`src/rtl/core/tcw_pkg.sv`:
```
package tcw_pkg;

   // Screen geometry.
   localparam int COLUMNS    = 80;
   localparam int ROWS       = 25;
   localparam int CELL_COUNT = COLUMNS * ROWS;

   localparam int ROW_W  = $clog2(ROWS);
   localparam int COL_W  = $clog2(COLUMNS);
   localparam int ADDR_W = $clog2(CELL_COUNT);

   // Channel field widths.
   localparam int KIND_W    = 2;
   localparam int CHAR_W    = 8;
   localparam int ATTR_W    = 8;
   localparam int INDEX_W   = 11;
   localparam int OUT_ROW_W = 5;
   localparam int OUT_COL_W = 7;
   localparam int CELL_W    = ATTR_W + CHAR_W;

   localparam logic [ROW_W:0]       ROW_LIMIT    = ROWS[ROW_W:0];
   localparam logic [COL_W:0]       COL_LIMIT    = COLUMNS[COL_W:0];
   localparam logic [ROW_W-1:0]     LAST_ROW     = ROW_W'(ROWS - 1);
   localparam logic [COL_W-1:0]     LAST_COL     = COL_W'(COLUMNS - 1);
   localparam logic [ADDR_W-1:0]    COLUMNS_ADDR = ADDR_W'(COLUMNS);
   localparam logic [INDEX_W-1:0]   COLUMNS_IDX  = INDEX_W'(COLUMNS);

   // Item kinds.
   localparam logic [KIND_W-1:0] KIND_PUT   = 2'd0;
   localparam logic [KIND_W-1:0] KIND_CLEAR = 2'd1;
   localparam logic [KIND_W-1:0] KIND_READ  = 2'd2;

   localparam logic [CHAR_W-1:0] NEWLINE_CODE = 8'd10;
   localparam logic [CHAR_W-1:0] SPACE_CODE   = 8'd32;
   localparam logic [ATTR_W-1:0] RESET_ATTR   = 8'h0F;

   typedef struct packed {
      logic load_req;
      logic fill_step;
      logic write_char;
      logic advance;
      logic do_clear;
      logic div_step;
      logic rd_issue;
      logic rsp_load;
   } tcw_cmd_type;

   typedef struct packed {
      logic [KIND_W-1:0] kind;
      logic              is_newline;
      logic              row_blank;
      logic              fill_last;
      logic              div_done;
      logic              in_range;
      logic              rsp_free;
   } tcw_status_type;

endpackage

```
`src/rtl/core/tcw_ctrl.sv`:
```
module tcw_ctrl import tcw_pkg::*; (
   input  logic           clock,
   input  logic           reset,
   input  logic           req_valid,
   output logic           req_ready,
   input  tcw_status_type status,
   output tcw_cmd_type    cmd
);

   localparam logic [2:0] S_IDLE     = 3'd0;
   localparam logic [2:0] S_DISPATCH = 3'd1;
   localparam logic [2:0] S_FILL     = 3'd2;
   localparam logic [2:0] S_WRITE    = 3'd3;
   localparam logic [2:0] S_ADVANCE  = 3'd4;
   localparam logic [2:0] S_DIV      = 3'd5;
   localparam logic [2:0] S_FINISH   = 3'd6;
   localparam logic [2:0] S_SPARE    = 3'd7;

   logic [2:0] state_ff, state_in;

   always_comb begin
      state_in  = state_ff;
      cmd       = '0;
      req_ready = (state_ff == S_IDLE) && !reset;
      case (state_ff)
         S_IDLE: begin
            if (req_valid && req_ready) begin
               cmd.load_req = 1'b1;
               state_in     = S_DISPATCH;
            end
         end
         S_DISPATCH: begin
            case (status.kind)
               KIND_PUT: begin
                  if (status.is_newline) begin
                     state_in = S_ADVANCE;
                  end else if (status.row_blank) begin
                     state_in = S_FILL;
                  end else begin
                     state_in = S_WRITE;
                  end
               end
               KIND_CLEAR: begin
                  cmd.do_clear = 1'b1;
                  state_in     = S_FINISH;
               end
               KIND_READ: begin
                  state_in = status.in_range ? S_DIV : S_FINISH;
               end
               default: begin
                  state_in = S_FINISH;
               end
            endcase
         end
         S_FILL: begin
            cmd.fill_step = 1'b1;
            if (status.fill_last) begin
               state_in = S_WRITE;
            end
         end
         S_WRITE: begin
            cmd.write_char = 1'b1;
            state_in       = S_ADVANCE;
         end
         S_ADVANCE: begin
            cmd.advance = 1'b1;
            state_in    = S_FINISH;
         end
         S_DIV: begin
            // Split the cell number into row and column one row per beat.
            if (status.div_done) begin
               cmd.rd_issue = 1'b1;
               state_in     = S_FINISH;
            end else begin
               cmd.div_step = 1'b1;
            end
         end
         S_FINISH: begin
            if (status.rsp_free) begin
               cmd.rsp_load = 1'b1;
               state_in     = S_IDLE;
            end
         end
         S_SPARE: begin
            state_in = S_IDLE;
         end
         default: begin
            state_in = S_IDLE;
         end
      endcase
   end

   always_ff @(posedge clock) begin
      if (reset) begin
         state_ff <= S_IDLE;
      end else begin
         state_ff <= state_in;
      end
   end

`ifndef ASSERT_OFF
   a_accept_dispatch: assert property (@(posedge clock) disable iff (reset)
      (req_valid && req_ready) |=> (state_ff == S_DISPATCH))
      else $error("accepted beat not dispatched");

   a_fill_only_put: assert property (@(posedge clock) disable iff (reset)
      (state_ff == S_FILL) |-> (status.kind == KIND_PUT) && !status.is_newline)
      else $error("row fill outside a character put");

   a_no_spare_state: assert property (@(posedge clock) disable iff (reset)
      state_ff != S_SPARE)
      else $error("controller in unused state");
`endif

endmodule

```
`config.mk`:
```
export PLATFORM = sky130hd
export DESIGN_NAME = tcw_ctrl
export DESIGN_NICKNAME = d
export VERILOG_FILES = /design/src/rtl/core/tcw_pkg.sv /design/src/rtl/core/tcw_ctrl.sv
export SDC_FILE = /design/constraint.sdc
export NUM_CORES = 1
export LEC_CHECK = 0
export BUFFER_PORTS_ARGS = -buffer_cell sky130_fd_sc_hd__buf_2
export CAP_MARGIN = 20
export CORE_AREA = 4 4 41 43
export CTS_CLUSTER_DIAMETER = 40
export DETAILED_ROUTE_END_ITERATION = 8
export DIE_AREA = 0 0 45 47
export PLACE_DENSITY_LB_ADDON = 0.15
export SKIP_LAST_GASP = 1
export SYNTH_ARGS = -nofsm -noshare
export SYNTH_HDL_FRONTEND = slang
export SYNTH_SLANG_ARGS = --single-unit
```
`constraint.sdc`:
```
create_clock -name clock -period 1.2 [get_ports clock]
set_input_delay 0.12 -clock clock [delete_from_list [all_inputs] [get_ports clock]]
set_output_delay 0.12 -clock clock [all_outputs]
set_load 0.02 [all_outputs]
```
==> impl_results.md, run 1 <==
- Clk slew on worst S/H paths: 0.04 ns
- Slowest cell on crit path: dfxtp_4
- RSZ-0062 raised after global routing: true
- CTS tree: done
- Post-CTS Hold Fix Bufs: 0
- Worst slew margin: 74.8%
- Endpoints failing setup: 11
- Post-layout minimum cycle time: 1.34 ns
- Row count: 13
- Biggest register: state_ff
- Largest net degree at the start of global routing: 10
- Die Ht: 47 um
- Final setup margin: -0.138 ns
- Max reg flops: 3
- Hold_ws: 0.173 ns
- Number of enable flip-flop cells after synthesis: 0
- CTS buffer count: 3
- Final slew viol count: 0
- Vias per cell: 4.84
- Synth cell types: 24
- CTS H-tree lvls: 1
- First-pass GRT wire length: 1940 um
- Post-Synthesis Cell Area: 317 sq um
- Ys Warns: 0
- Vias in the first global route: 441
- Period Utilization, post-route: 112%
- Worst-Margin Slew: 0.369 ns
- Clock Skews: 0.00244 ns
- Startpoint types: register
- Clock insertion delay at the later pin of the skew report: 0.23 ns
- Core box area: 1300 sq um
- Critical Path AT: 1.22 ns
- Worst Path Max Fanout: 4
- Worst slack, placed: -0.125 ns
- Sequential-to-total area share from yosys stat: 19.0%
- Ys flop type: dfxtp_1
- Synth Register Bits: 3
- HPWL Detailed: 827 um
- Final ANT Viol Nets: 0
- Worst ir drop on vdd: 840 uV
- Largest area contributor in the netlist: dfxtp_1
- PortBufs: 19
- DR pass1 iterations: 2
- GR Overflow Total: 0
- Die area: 2120 sq um
- Highest cell delay on the worst timing path: 0.35 ns
- Total number of vias: 440
- Setup_tns: -0.789 ns
- Top cell type's share of synthesized area: 19.0%
- Clock sinks: 3
- Most frequent cells after synthesis: a211oi_1, dfxtp_1, nand2_1, nor2_1, o21ai_0
- Layout cells sized above 1: 77.6%
- Starting DRC count in detailed routing: 1
- Routability cong.: 0.731
- GRT Util Overall: 12.8%
- Final Hold Vio Count: 0
- Routed len/inst: 13.5 um
- CP Buf/Inv Count: 2
- Dpl cell area: 504 sq um
- CP Class: register to output pin
- Area Overhead vs Synth: 117%
- Power density over cell area: 2180 nW/um^2
- Clk buf depth: 2
- Initial core utilization: 24.3%
- Cell repeated most along the worst path: buf_6
- Boundary Pins: 20
- Design area: 688 sq um
- DR DRC count: 0
- Antenna diodes: 0
- Kind of cell adding the most delay to the critical path: simple AND/OR/NAND/NOR gates
- Lkg Pwr: 0.325 nW
- Tot Pwr: 1.50 mW
- Critical Path RT: 1.08 ns
- Peak Freq: 0.747 GHz
- Synth area leaders: dfxtp_1, a211oi_1, buf_6, mux2i_1, o21ai_0
- Synthesized Nets: 50
- Root buffer cell: clkbuf_4
- Critical path capture point type: output pin
- Synth Area per Inst: 8.12 sq um
- Post-Route WL: 1230 um
- Post-Syn Instances: 39
- Failing checks: negative setup slack
- Number of max-cap violations: 0
- Top Registers: state_ff x3
- Async SR Flop Fraction: 0%
- Status: finished with violations
- Die extent in x: 45 um
- Hold crit path type: input pin to register
- Antenna violations before repair: 0
- Nets: 88
- Crit path cell chain: buf_6 > nor4_4 > and2_1 > buf_6
-- worst paths after layout --
path,cells after the start,endpoint,start,slack [ns]
worst max-delay path,4,cmd[7],state_ff[0],-0.14
worst min-delay path,2,state_ff[2],reset,0.17
worst min register to register,3,state_ff[2],state_ff[2],0.68
worst max register to register,5,state_ff[0],state_ff[1],-0.07
-- power by group --
group / total [mW] / leakage, nW / internal, mW / switching (mW)
sequential: 0.259 / 0.0267 / 0.169 / 0.0896
clock: 0.172 / 0.0150 / 0.124 / 0.0478
combinational: 1.07 / 0.283 / 0.604 / 0.463
total: 1.50 / 0.325 / 0.898 / 0.600
-- per-stage QoR --
step | instances | util (%)
3_3_place_gp | 80 | 38.8
6_report | 91 | 52.9
5_1_grt | 91 | 52.9
2_1_floorplan | 39 | -
3_5_place_dp | 80 | 38.8
4_1_cts | 89 | 50.1
-- kinds of logic after synthesis --
family / share of synthesized area (%)
buffers and inverters: 8.69
AND/OR/NAND/NOR: 43.1
AO/OA/AOI/OAI: 22.9
multiplexers: 6.32
flip-flops: 19.0
-- per-layer routing --
metal	track usage (%)	vias up	routed length (um)
li1	-	221	-
met1	17.4	203	544
met2	19.8	14	615
met3	1.53	2	61
met4	7.02	0	7
met5	0	-	0
-- worst register-to-register path, cell delays in order, from the launching register on --
cell       delay, ns
dfxtp_4         0.36
buf_4           0.11
nor2b_1         0.03
a2111oi_0       0.38
buf_4           0.19
o41ai_2         0.07
-- area by class of cell --
type / instances / area (sq um)
Clock buffer: 4 / 26.3
Sequential cell: 3 / 71.3
Fill cell: 133 / 613
Tap cell: 15 / 18.8
Multi-Input combinational cell: 33 / 299
Timing Repair Buffer: 36 / 273
-- timing repair --
item	in CTS	in global routing
gates cloned	0	0
resized for setup	28	7
endpoints found under the setup margin	12	12
pin swaps	8	7
buffers inserted	5	3
-- placed cells by master, fill, tap and decap left out, drive strengths merged, types with 2 or more instances in the layout --
cell type	n
dfxtp	3
clkbuf	4
a211oi	3
mux2i	2
nor3b	2
and2	2
nand2	4
o21ai	3
nor3	2
buf	36
nor2	3
nor4	2
(Power assumes the default switching activity.)
==> run 2: changes to the inputs <==
--- a/config.mk
+++ b/config.mk
@@ -5,12 +5,12 @@
 export SDC_FILE = /design/constraint.sdc
 export NUM_CORES = 1
 export LEC_CHECK = 0
-export BUFFER_PORTS_ARGS = -buffer_cell sky130_fd_sc_hd__buf_2
 export CAP_MARGIN = 20
 export CORE_AREA = 4 4 41 43
 export CTS_CLUSTER_DIAMETER = 40
 export DETAILED_ROUTE_END_ITERATION = 8
 export DIE_AREA = 0 0 45 47
+export DONT_BUFFER_PORTS = 1
 export PLACE_DENSITY_LB_ADDON = 0.15
 export SKIP_LAST_GASP = 1
 export SYNTH_ARGS = -nofsm -noshare
==> run 2 against run 1 <==
- the flow still finishes with violations (negative setup slack)
- register-to-register slack improved by 0.07 ns
- first-iteration DRC count increased to 8.0 times the previous value
- critical path depth fell by 1
- critical path type unchanged
- final area down 12%
- hold slack lost 0.12 ns
- largest cell class unchanged
==> impl_results.md, run 2 (same netlist as run 1, synthesis figures left out) <==
- Root buffer cell: clkbuf_4 (unchanged)
- Core box area: 1300 sq um (unchanged)
- Slowest cell on crit path: dfxtp_4 (unchanged)
- Final setup margin: -0.101 ns (was -0.138 ns)
- Routability cong.: 0.800 (was 0.731)
- Switching Share: 41.0% (was 40.1%)
- CP Buf/Inv Count: 1 (was 2)
- Highest cell delay on the worst timing path: 0.35 ns (about the same)
- Critical path capture point type: output pin (unchanged)
- Antenna diodes: 0 (unchanged)
- Flop pwr share: 17.5% (was 17.3%)
- Most frequent cells in the layout: buf_4, buf_6, clkbuf_4 (was buf_4, buf_2, buf_6)
- Hold_ws: 0.0568 ns (was 0.173 ns)
- Pint: 799 uW (was 898 uW)
- Clock share of power: 13.2% (was 11.5%)
- Worst Path Max Fanout: 4 (unchanged)
- Final slew viol count: 0 (unchanged)
- Post-layout minimum cycle time: 1.30 ns (was 1.34 ns)
- Fillers: 135 (was 133)
- Nets: 72 (was 88)
- Die Ht: 47 um (unchanged)
- First-pass GRT wire length: 1740 um (was 1940 um)
- Post-Route WL: 1050 um (was 1230 um)
- Endpoints failing setup: 8 (was 11)
- Clock sinks: 3 (unchanged)
- Clk buf depth: 2 (unchanged)
- Final Hold Vio Count: 0 (unchanged)
- PortBufs: 0 (was 19)
- Worst ir drop on vdd: 1020 uV (was 840 uV)
- Worst slew margin: 74.8% (about the same)
- Critical Path AT: 1.18 ns (was 1.22 ns)
- CP Class: register to output pin (unchanged)
- CTS H-tree lvls: 1 (unchanged)
- Antenna violations before repair: 0 (unchanged)
- Setup_tns: -0.443 ns (was -0.789 ns)
- Final ANT Viol Nets: 0 (unchanged)
- Vias in the first global route: 436 (was 441)
- Lkg Pwr: 0.249 nW (was 0.325 nW)
- Die area: 2120 sq um (unchanged)
- GRT Util Overall: 11.3% (was 12.8%)
- CTS buffer count: 3 (unchanged)
- Starting DRC count in detailed routing: 8 (was 1)
- Peak Freq: 0.769 GHz (was 0.747 GHz)
- Status: finished with violations (unchanged)
- Boundary Pins: 20 (unchanged)
- Clk slew on worst S/H paths: 0.04 ns (about the same)
- Layout cells sized above 1: 68.3% (was 77.6%)
- Net Sw Power: 555 uW (was 600 uW)
- Number of max-cap violations: 0 (unchanged)
- Crit path cell chain: buf_6 > nor4_4 > and2_4 (was buf_6 > nor4_4 > and2_1 > buf_6)
- Post-Place Cells: 68 (was 80)
- Biggest register: state_ff (unchanged)
- DR pass1 iterations: 4 (was 2)
- Row count: 13 (unchanged)
- Worst slack, placed: -0.0712 ns (was -0.125 ns)
- Logic pwr share: 69.3% (was 71.2%)
- Largest net degree at the start of global routing: 12 (was 10)
- CTS tree: done (unchanged)
- Critical Path RT: 1.08 ns (about the same)
- Period Utilization, post-route: 108% (was 112%)
- Power density over cell area: 2240 nW/um^2 (was 2180 nW/um^2)
- Clock insertion delay at the later pin of the skew report: 0.23 ns (about the same)
- Top Registers: state_ff x3 (unchanged)
- Clock Skews: 0.00166 ns (was 0.00244 ns)
- Failing checks: negative setup slack (unchanged)
- Most common cell after layout, fill and taps aside: buf_4 (unchanged)
- GR Overflow Total: 0 (unchanged)
- Startpoint types: register (unchanged)
- Die extent in x: 45 um (unchanged)
- RSZ-0062 raised after global routing: true (unchanged)
- DR DRC count: 0 (unchanged)
- Hold crit path type: input pin to register (unchanged)
- Kind of cell adding the most delay to the critical path: simple AND/OR/NAND/NOR gates (unchanged)
- Worst-Margin Slew: 0.368 ns (was 0.369 ns)
- Initial core utilization: 24.3% (unchanged)
- Routed len/inst: 14.1 um (was 13.5 um)
- Area Overhead vs Synth: 90.9% (was 117%)
- Max reg flops: 3 (unchanged)
- Vias per cell: 5.28 (was 4.84)
- Total number of vias: 396 (was 440)
- Fin cells: 75 (was 91)
- HPWL Detailed: 767 um (was 827 um)
-- run 2: layout make-up --
type / instances / area, sq um / share of cell area [%]
timing repair buffer: 20 / 195 / 32.3
sequential: 3 / 68.8 / 11.4
multi-input combinational: 33 / 295 / 48.9
tap: 15 / 18.8 / 3.11
clock buffer: 4 / 26.3 / 4.35
-- run 2: worst paths after layout --
check         startpoint           to  slack, ns  cells past startpoint
min                reset  state_ff[0]       0.06                      3
max reg2reg  state_ff[1]  state_ff[0]          0                      4
min reg2reg  state_ff[1]  state_ff[1]       0.69                      2
max          state_ff[2]       cmd[7]      -0.10                      3
-- run 2: what timing repair did --
| item | 4_1_cts | 5_1_grt |
|---|---|---|
| buffers inserted | 2 | 0 |
| cloned | 0 | 0 |
| gates resized for setup | 14 | 11 |
| hold buffers | 1 | 0 |
| pin swaps | 6 | 6 |
| endpoints found under the hold margin | 2 | 0 |
| endpoints found under the setup margin | 11 | 12 |
-- run 2: worst min-delay path, cell delays in order --
cell and delay [ns]:
nor2_1 0.02, nand2_1 0.05, o41ai_1 0.06
-- run 2: per-stage QoR --
step	utilization [%]	instance area [sq um]	power [mW]
final	46.4	604	1.35
after global routing	46.4	604	1.46
after CTS	43.8	569	1.27
after detailed placement	36.4	474	0.970
after global placement	36.4	474	0.965
after floorplan	-	343	0.672
-- run 2: metal layers --
| layer | GRT usage [%] | part of all wire, % | up-vias |
|---|---|---|---|
| li1 | - | - | 190 |
| met1 | 13.8 | 35 | 183 |
| met2 | 17.5 | 51 | 23 |
| met3 | 3.45 | 14 | 0 |
| met4 | 7.02 | 0 | 0 |
| met5 | 0 | 0 | - |
-- run 2: power groups by stage --
stage	registers (mW)	clock network (mW)	logic, mW
floorplan	0.188	0	0.484
global placement	0.202	0	0.763
detailed placement	0.203	0	0.767
CTS	0.225	0.186	0.860
global route	0.249	0.200	1.01
finish	0.237	0.179	0.937
==> run 3: changes to the inputs <==
==> constraint.sdc (replaced) <==
create_clock -name clock -period 1.3 [get_ports clock]
set_input_delay 0.13 -clock clock [delete_from_list [all_inputs] [get_ports clock]]
set_output_delay 0.13 -clock clock [all_outputs]
set_load 0.02 [all_outputs]
==> run 3 against run 2 <==
- the flow still finishes with violations (negative setup slack)
- via count down 4.5%
- first-iteration DRC count down 63%
- critical path depth unchanged
- combinational power down 19%
- clock power down 7%
- clock-buffer cell count unchanged
- core utilization down 4.6 points
- die area unchanged
- flip-flop and latch count unchanged
- critical path type unchanged
- largest cell class unchanged
- highest routed layer is now met4
==> impl_results.md, run 3 (same netlist as run 1, synthesis figures left out) <==
- Crit path cell chain: buf_6 > nor4_4 > and2_4 (unchanged)
- CP Class: register to output pin (unchanged)
- Antenna diodes: 0 (unchanged)
- GRT Util Overall: 11.4% (was 11.3%)
- Area Overhead vs Synth: 71.9% (was 90.9%)
- Top Registers: state_ff x3 (unchanged)
- CTS tree: done (unchanged)
- Fin cells: 72 (was 75)
- Final ANT Viol Nets: 0 (unchanged)
- Root buffer cell: clkbuf_4 (unchanged)
- RR Endpoint: state_ff[2] (was state_ff[0])
- Largest net degree at the start of global routing: 15 (was 12)
- Period Utilization, post-route: 101%
- CP Buf/Inv Count: 1 (unchanged)
- Total number of vias: 378 (was 396)
- Critical Path RT: 1.17 ns (was 1.08 ns)
- PortBufs: 0 (unchanged)
- Antenna violations before repair: 0 (unchanged)
- Worst path depth: 3 (unchanged)
- CTS H-tree lvls: 1 (unchanged)
- Worst ir drop on vdd: 707 uV (was 1020 uV)
- Vias per cell: 5.25 (was 5.28)
- Die Ht: 47 um (unchanged)
- Routability cong.: 0.768 (was 0.800)
- Highest cell delay on the worst timing path: 0.36 ns (was 0.35 ns)
- Peak Freq: 0.760 GHz
- Post-layout minimum cycle time: 1.31 ns
- Kind of cell adding the most delay to the critical path: simple AND/OR/NAND/NOR gates (unchanged)
- Row count: 13 (unchanged)
- Final setup margin: -0.0150 ns (was -0.101 ns)
- DR DRC count: 0 (unchanged)
- Number of max-cap violations: 0 (unchanged)
- Power density over cell area: 2080 nW/um^2 (was 2240 nW/um^2)
- Status: finished with violations (unchanged)
- Final slew viol count: 0 (unchanged)
- Worst Path Max Fanout: 6 (was 4)
- Die extent in x: 45 um (unchanged)
- Critical path capture point type: output pin (unchanged)
- Setup_tns: -0.0252 ns (was -0.443 ns)
- Clock insertion delay at the later pin of the skew report: 0.24 ns (was 0.23 ns)
- Routed len/inst: 14.4 um (was 14.1 um)
- Worst-Margin Slew: 0.351 ns (was 0.368 ns)
- Worst Reg-to-Reg Cells: 3 (was 4)
- First-pass GRT wire length: 1700 um (was 1740 um)
- Clock Skews: 0.00187 ns (was 0.00166 ns)
- Critical Path AT: 1.18 ns (about the same)
- RSZ-0062 raised after global routing: true (unchanged)
- R2R setup slack: 0.10 ns (was 0 ns)
- WHS Path Cells: 2 (was 3)
- Tot Pwr: 1.13 mW (was 1.35 mW)
- HPWL Detailed: 784 um (was 767 um)
- Core box area: 1300 sq um (unchanged)
- Hold path endpoint: state_ff[2] (was state_ff[0])
- Lkg Pwr: 0.227 nW (was 0.249 nW)
- Starting DRC count in detailed routing: 3 (was 8)
- Die area: 2120 sq um (unchanged)
- Layout cells sized above 1: 57.9% (was 68.3%)
- Hold crit path type: input pin to register (unchanged)
- Endpoints failing setup: 3 (was 8)
- Clk slew on worst S/H paths: 0.04 ns (about the same)
- Final Hold Vio Count: 0 (unchanged)
- Min-delay src: status[0] (was reset)
- Design area: 544 sq um (was 604 sq um)
- Startpoint types: register (unchanged)
- Most common cell after layout, fill and taps aside: buf_4 (unchanged)
- GR Overflow Total: 0 (unchanged)
- Initial core utilization: 24.3% (unchanged)
- Max reg flops: 3 (unchanged)
- Worst slew margin: 76.0% (was 74.8%)
- Nets: 69 (was 72)
- Clock sinks: 3 (unchanged)
- Post-Place Cells: 65 (was 68)
- Post-Route WL: 1040 um (was 1050 um)
- Clk buf depth: 2 (unchanged)
- Dpl cell area: 459 sq um (was 474 sq um)
- Biggest register: state_ff (unchanged)
- DR pass1 iterations: 4 (unchanged)
- Boundary Pins: 20 (unchanged)
- Vias in the first global route: 404 (was 436)
- Slowest cell on crit path: dfxtp_4 (unchanged)
- Failing checks: negative setup slack (unchanged)
- Reg2Reg Launch Point: state_ff[1] (unchanged)
- CTS buffer count: 3 (unchanged)
## run 3: worst reg2reg max path, cell delays in order (launching register included)
cell      delay (ns)
dfxtp_4         0.36
o41a_2          0.48
o21ai_0         0.16
a211oi_1        0.09
## run 3: final cells by class
| class | instances | area [sq um] |
|---|---|---|
| fill | 143 | 757 |
| tap | 15 | 18.8 |
| timing repair buffer | 17 | 159 |
| clock buffer | 4 | 26.3 |
| sequential | 3 | 68.8 |
| multi-input combinational | 33 | 272 |
## run 3: worst max path at each step
stage                           start           to  slack (ns)
after floorplan           state_ff[2]       cmd[7]       -0.02
after global placement    state_ff[1]  state_ff[2]        0.06
after detailed placement  state_ff[1]  state_ff[0]        0.05
after CTS                 state_ff[1]       cmd[7]       -0.03
after global routing      state_ff[1]       cmd[7]       -0.05
final                     state_ff[1]       cmd[7]       -0.01
## run 3: timing repair
action,4_1_cts,5_1_grt
endpoints found under the setup margin,8,6
hold endpoints to repair,2,0
resized for setup,9,2
pin swaps,3,4
hold buffers,1,0
gates cloned,0,0
setup buffers,2,0
## run 3: per-layer routing
layer / part of all wire [%] / GRT usage [%] / up-vias
met1: 35 / 11.8 / 172
met5: 0 / 0 / -
met3: 12 / 6.13 / 4
met2: 51 / 18.4 / 18
li1: - / - / 184
met4: 1.9 / 7.02 / 0
## run 3: power by group
| group | switching, mW | total [mW] | leakage, nW | internal (mW) |
|---|---|---|---|---|
| clock | 0.0521 | 0.167 | 0.0150 | 0.115 |
| combinational | 0.359 | 0.760 | 0.186 | 0.402 |
| sequential | 0.0555 | 0.205 | 0.0264 | 0.150 |
| total | 0.466 | 1.13 | 0.227 | 0.667 |
## run 3: metrics by stage
step / utilization, % / hold slack [ns] / worst slack, ns
after global routing: 41.8 / 0.0626 / -0.0539
after detailed placement: 35.3 / 0.212 / 0.0522
final: 41.8 / 0.0611 / -0.0150
after floorplan: - / 0.208 / -0.0189
after global placement: 35.3 / 0.211 / 0.0616
after CTS: 41.3 / 0.0563 / -0.0279
